===== src/rtl/bank_switch_memory_mapper_core_macros.svh =====
// Assertion helpers for the mapper core. Each assumes clk and rst_n in scope.
`ifndef BANK_SWITCH_MEMORY_MAPPER_CORE_MACROS_SVH
`define BANK_SWITCH_MEMORY_MAPPER_CORE_MACROS_SVH

// Same-cycle implication.
`define BSM_ASSERT_NOW(label, ante, cons, msg) \
  label: assert property (@(posedge clk) disable iff (!rst_n) (ante) |-> (cons)) \
    else $error(msg);

// Next-cycle implication.
`define BSM_ASSERT_NEXT(label, ante, cons, msg) \
  label: assert property (@(posedge clk) disable iff (!rst_n) (ante) |=> (cons)) \
    else $error(msg);

`endif


===== src/rtl/bsm_pkg.sv =====
`default_nettype none
package bsm_pkg;

  localparam int BANK_BYTES = 4096;
  localparam int NUM_WIN    = 10;
  localparam int WIN_IDX_W  = 4;

  localparam logic [15:0] REG_BASE  = 16'h5FF6;  // lower-window registers
  localparam logic [15:0] REG_UPPER = 16'h5FF8;  // upper-window registers
  localparam logic [15:0] REG_LAST  = 16'h5FFF;
  localparam logic [15:0] WIN_BASE  = 16'h6000;
  localparam logic [15:0] ROM_BASE  = 16'h8000;
  localparam logic [15:0] WR_LIMIT  = 16'hE000;
  localparam logic [3:0]  NIB_BASE  = 4'h6;      // nibble offset of window 0
  localparam logic [7:0]  BYTE_OPEN = 8'hFF;     // invalid register read

  typedef enum logic [1:0] {
    OP_READ    = 2'd0,
    OP_WRITE   = 2'd1,
    OP_LOAD    = 2'd2,
    OP_RESTART = 2'd3
  } op_t;

  typedef enum logic [2:0] {
    CFG_DISK_MODE     = 3'd0,
    CFG_BANK_COUNT    = 3'd1,
    CFG_DEFAULT_UPPER = 3'd2,
    CFG_DEFAULT_LOWER = 3'd3,
    CFG_DEFAULT_VALID = 3'd4
  } cfg_idx_t;

  typedef struct packed {
    op_t         op;
    logic [15:0] bus_address;
    logic [7:0]  data_byte;
    logic [19:0] image_address;
  } in_req_t;

  typedef struct packed {
    logic       handled;
    logic [7:0] read_data;
  } out_rsp_t;

  // Bank register file update request.
  typedef struct packed {
    logic                 we;
    logic                 restart;
    logic [WIN_IDX_W-1:0] idx;
    logic [7:0]           data;
  } bank_wr_t;

endpackage
`default_nettype wire


===== src/rtl/bsm_bank_regs.sv =====
`default_nettype none
module bsm_bank_regs (
  input  wire logic                               clk,
  input  wire logic                               rst_n,
  input  wire bsm_pkg::bank_wr_t                  bank_wr,
  input  wire logic [63:0]                        dflt_upper,
  input  wire logic [15:0]                        dflt_lower,
  input  wire logic [bsm_pkg::NUM_WIN-1:0]        dflt_valid,
  input  wire logic [bsm_pkg::WIN_IDX_W-1:0]      rd_idx,
  output logic      [8:0]                         rd_entry
);

  // bit 8 valid, bits 7..0 bank
  logic [8:0] entry_r [bsm_pkg::NUM_WIN];

  always_ff @(posedge clk) begin
    if (!rst_n) begin
      for (int w = 0; w < bsm_pkg::NUM_WIN; w++) begin
        entry_r[w] <= '0;
      end
    end else if (bank_wr.restart) begin
      entry_r[0] <= {dflt_valid[0], dflt_lower[7:0]};
      entry_r[1] <= {dflt_valid[1], dflt_lower[15:8]};
      for (int w = 2; w < bsm_pkg::NUM_WIN; w++) begin
        entry_r[w] <= {dflt_valid[w], dflt_upper[8*(w-2) +: 8]};
      end
    end else if (bank_wr.we && (int'(bank_wr.idx) < bsm_pkg::NUM_WIN)) begin
      entry_r[bank_wr.idx] <= {1'b1, bank_wr.data};
    end
  end

  always_comb begin
    if (int'(rd_idx) < bsm_pkg::NUM_WIN) begin
      rd_entry = entry_r[rd_idx];
    end else begin
      rd_entry = '0;
    end
  end

endmodule
`default_nettype wire


===== config.mk =====
export PLATFORM = sky130hd
export DESIGN_NAME = bsm_bank_regs
export DESIGN_NICKNAME = d
export VERILOG_FILES = /design/src/rtl/bank_switch_memory_mapper_core_macros.svh /design/src/rtl/bsm_pkg.sv /design/src/rtl/bsm_bank_regs.sv
export SDC_FILE = /design/constraint.sdc
export NUM_CORES = 1
export LEC_CHECK = 0
export BUFFER_PORTS_ARGS = -buffer_cell sky130_fd_sc_hd__buf_4
export CAP_MARGIN = 20
export CORE_MARGIN = 5
export CORE_UTILIZATION = 55
export CTS_CLUSTER_SIZE = 12
export DETAILED_ROUTE_END_ITERATION = 12
export MAX_ROUTING_LAYER = met4
export PLACE_DENSITY_LB_ADDON = 0.15
export SLEW_MARGIN = 10
export SYNTH_ARGS = -nofsm -noshare
export SYNTH_HDL_FRONTEND = slang
export SYNTH_SLANG_ARGS = --single-unit

===== constraint.sdc =====
create_clock -name clk -period 2.91 [get_ports clk]
set_clock_uncertainty 0.05 [all_clocks]
set_input_delay 0.4365 -clock clk [delete_from_list [all_inputs] [get_ports clk]]
set_output_delay 0.4365 -clock clk [all_outputs]
set_load 0.02 [all_outputs]

==> metrics.yaml <==
route:
  via_per_inst: 6.78
  route.detailed.drc: 0
  route.final.wire_length_mm: 13.7
  num_vias: 3788
  detailedRoute.firstPassIterationCount: 5
  avgRoutedWirePerCell_um: 24.5
  drtAntennaViolNets: 0
  drt_iter0_drc: 383
worst_setup_path:
  worstSetupPathType: "in -> out"
  r2r-start: "entry_r[4][8]"
  reg2reg_slack_ns: 2.12
  critical_path.endpoint_type: "output port"
  cp_max_fo: 21
  cp.arrival_ns: 1.74
  critical_path_required_ns: 2.42
  critical_path.startpoint: "rd_idx[1]"
  count_of_cells_along_the_worst_register_to_register_path: 2
  regToRegEndpoint: "entry_r[4][8]"
  critPathLaunchType: "input pin"
  cp-endpoint: "rd_entry[7]"
synth:
  leading_post_synthesis_cells_by_cell_area: "sky130_fd_sc_hd__edfxtp_1 51%, sky130_fd_sc_hd__a32o_1 10%, sky130_fd_sc_hd__mux2i_1 9.6%"
  synth_top_area_share_pct: 51.2
  synth.cell_area_mm2: 0.00469
  asyncSetResetFlopFracSynth_pct: 0
  top_reg_cell_synth: "sky130_fd_sc_hd__edfxtp_1"
  yosysUniqueCellTypes: 33
  syn-num-nets: 457
  yosysSeqAreaShare_pct: 55.5
  synth_largest_area_cell: "sky130_fd_sc_hd__edfxtp_1"
  syn-mean-instance-area_um2: 13.5
  postSynthRegisterBits: 90
  yosysWarningCount: 0
  most_common_cell_in_the_synthesized_netlist: "sky130_fd_sc_hd__edfxtp_1"
  synth_cells: 347
  number_of_enable_type_register_cells_in_the_synthesized_netlist: 80
  post_synth_most_frequent_cells: "80 x sky130_fd_sc_hd__edfxtp_1, 48 x sky130_fd_sc_hd__a32o_1, 45 x sky130_fd_sc_hd__mux2i_1"
clock_tree:
  worst_skew_pair.late_latency_ns: 0.35
  cts_tree: "yes"
  cts-htree-levels: 3
  cts.path.max_buffers: 2
  cts_hold_repair.buffers: 0
  clock-root-buffer: "sky130_fd_sc_hd__clkbuf_8"
  clk_transition_reported_paths_ns: 0.09
  tritoncts.num_buffers: 9
  cts_setup_buffers: 0
  cts.sink_count: 90
  number_of_gates_given_a_new_drive_strength_after_cts: 0
timing:
  grt_setup_unrepaired: "false"
  worst_hold_slack_ns: 0.253
  layout_worst_path_cycle_share_pct: 76.6
  slew_violations: 0
  timing.slew.headroom_pct: 34.4
  max_freq_mhz: 448
  final.min_clock_period_ns: 2.23
  fin_ws_ns: 0.680
  max_slew.worst_pin.slew_ns: 0.985
  endpoints_failing_hold: 0
  fin_setup_tns_ns: 0
  setup_viol_count_final: 0
placed_design:
  place_inst: 543
  standard_cell_area_after_detailed_placement_mm2: 0.00559
  place.port_buffers: 118
  placement.setup.worst_slack_ns: 0.710
  gp_congestion: 0.912
  post-dp-hpwl_mm: 9.76
power_and_ir_drop:
  power.density_cell_area_mw_per_mm2: 521
  peakVddDrop_mv: 0.282
  power.leakage_nw: 2.33
  finalPower_mw: 3.03
global_route:
  number_of_antenna_violations_at_the_first_check_in_global_routing: 0
  via_count_of_the_first_global_routing_pass: 3603
  first_pass_grt_wire_length_mm: 20.4
  maximum_number_of_pins_on_one_net_before_global_route_repair: 53
  sum_of_overflow_across_all_layers_after_global_routing: 0
  global_route.usage.total_pct: 27.3
die:
  initial_utilization_pct: 56.8
  die_height_um: 102
  placementRows: 33
  floorplan.core_area_mm2: 0.00826
  die_area_mm2: 0.0105
  pin_count: 119
  dieWidth_um: 102
job:
  max_cap_violations: 0
run_status:
  outcome: "completed"
cells_and_area:
  non_filler_instance_count_after_layout: 559
  largest_registers: "entry_r: 90 flops"
  n_fill_cell: 610
  postLayoutCoreUtil_pct: 70.5
  stdcell_area_mm2: 0.00582
  fraction_of_layout_cells_with_a_size_suffix_above_1_pct: 35.0
  nNetsFinal: 559
  multi_input_comb_area_mm2: 0.00185
  antenna_cells: 0
  seq_area_mm2: 0.00260
  top_register: "entry_r"
  largest_register_ff_count: 90
  area_growth_syn_to_layout_pct: 24.1
worst_hold_path:
  timing.hold.worst.class: "in -> reg"
## worst max-delay path: stages
cell                       delay, ns
sky130_fd_sc_hd__buf_4          0.29
sky130_fd_sc_hd__nand2b_1       0.36
sky130_fd_sc_hd__o22ai_1        0.16
sky130_fd_sc_hd__o31a_1         0.31
sky130_fd_sc_hd__buf_4          0.16
## cell type report
cell class	count	share of cell area (%)
flip-flops and latches	90	44.7
multi-input cells	213	31.7
repair buffers	134	17.3
clock buffers	11	2.26
well taps	105	2.26
clock inverters	5	1.76
inverters	1	0.0645
## how the worst min path moves through the flow
stage	start	endpoint	slack (ns)	cells past startpoint
final	dflt_valid[9]	entry_r[9][8]	0.25	3
after global routing	dflt_valid[6]	entry_r[6][8]	0.24	2
after CTS	dflt_valid[9]	entry_r[9][8]	0.25	3
after detailed placement	entry_r[6][8]	entry_r[6][8]	0.43	1
after global placement	entry_r[2][8]	entry_r[2][8]	0.42	1
after floorplan	entry_r[2][8]	entry_r[2][8]	0.41	1
## cell usage in the layout, fill, tap and decap left out
cell                        count
sky130_fd_sc_hd__a221o_1        4
sky130_fd_sc_hd__a22o_1        32
sky130_fd_sc_hd__a22oi_1        6
sky130_fd_sc_hd__a32o_1        48
sky130_fd_sc_hd__and2_2         1
sky130_fd_sc_hd__and4_4         1
sky130_fd_sc_hd__buf_4        134
sky130_fd_sc_hd__bufinv_16      3
sky130_fd_sc_hd__clkbuf_1       2
sky130_fd_sc_hd__clkbuf_8       9
sky130_fd_sc_hd__clkinv_1       1
sky130_fd_sc_hd__clkinv_4       1
sky130_fd_sc_hd__dfxtp_1       10
sky130_fd_sc_hd__edfxtp_1      80
sky130_fd_sc_hd__inv_1          1
sky130_fd_sc_hd__mux2i_1       45
sky130_fd_sc_hd__nand2_1        3
sky130_fd_sc_hd__nand2b_1       4
sky130_fd_sc_hd__nand4_1        1
sky130_fd_sc_hd__nand4bb_1      1
sky130_fd_sc_hd__nor2_1        10
sky130_fd_sc_hd__nor2_2         1
sky130_fd_sc_hd__nor2_4         2
sky130_fd_sc_hd__nor2b_1        1
sky130_fd_sc_hd__nor2b_2        1
sky130_fd_sc_hd__nor3_4         4
sky130_fd_sc_hd__nor4bb_1       1
sky130_fd_sc_hd__o21ai_0       16
sky130_fd_sc_hd__o221ai_1       9
sky130_fd_sc_hd__o22ai_1        9
sky130_fd_sc_hd__o31a_1         9
sky130_fd_sc_hd__or2_1          1
sky130_fd_sc_hd__or2_2          2
sky130_fd_sc_hd__or2b_1         1
## cells by family (layout without fill, tap and decap cells)
logic type      Yosys count  after routing  synth area share, %
mux                      45             45                 9.60
flops                    90             90                 55.5
simple gates             35             35                 5.42
buf+inv                  44            151                 5.20
compound gates          133            133                 24.3
## power breakdown
group / switching, mW / internal [mW] / leakage (nW) / total (mW)
Sequential: 0.0354 / 1.52 / 0.943 / 1.55
Clock: 0.436 / 0.570 / 0.115 / 1.01
Combinational: 0.251 / 0.226 / 1.28 / 0.476
Total: 0.722 / 2.31 / 2.33 / 3.03
## layer usage
layer | up-vias | routed length (µm) | part of all wire [%] | track usage (%)
met2 | 279 | 6180 | 45 | 38.4
met3 | 21 | 1560 | 11 | 5.39
met5 | - | 0 | 0 | -
met1 | 1826 | 5590 | 41 | 39.9
li1 | 1662 | - | - | -
met4 | 0 | 350 | 2.6 | 8.88
Power figures use the tool's default switching activity.
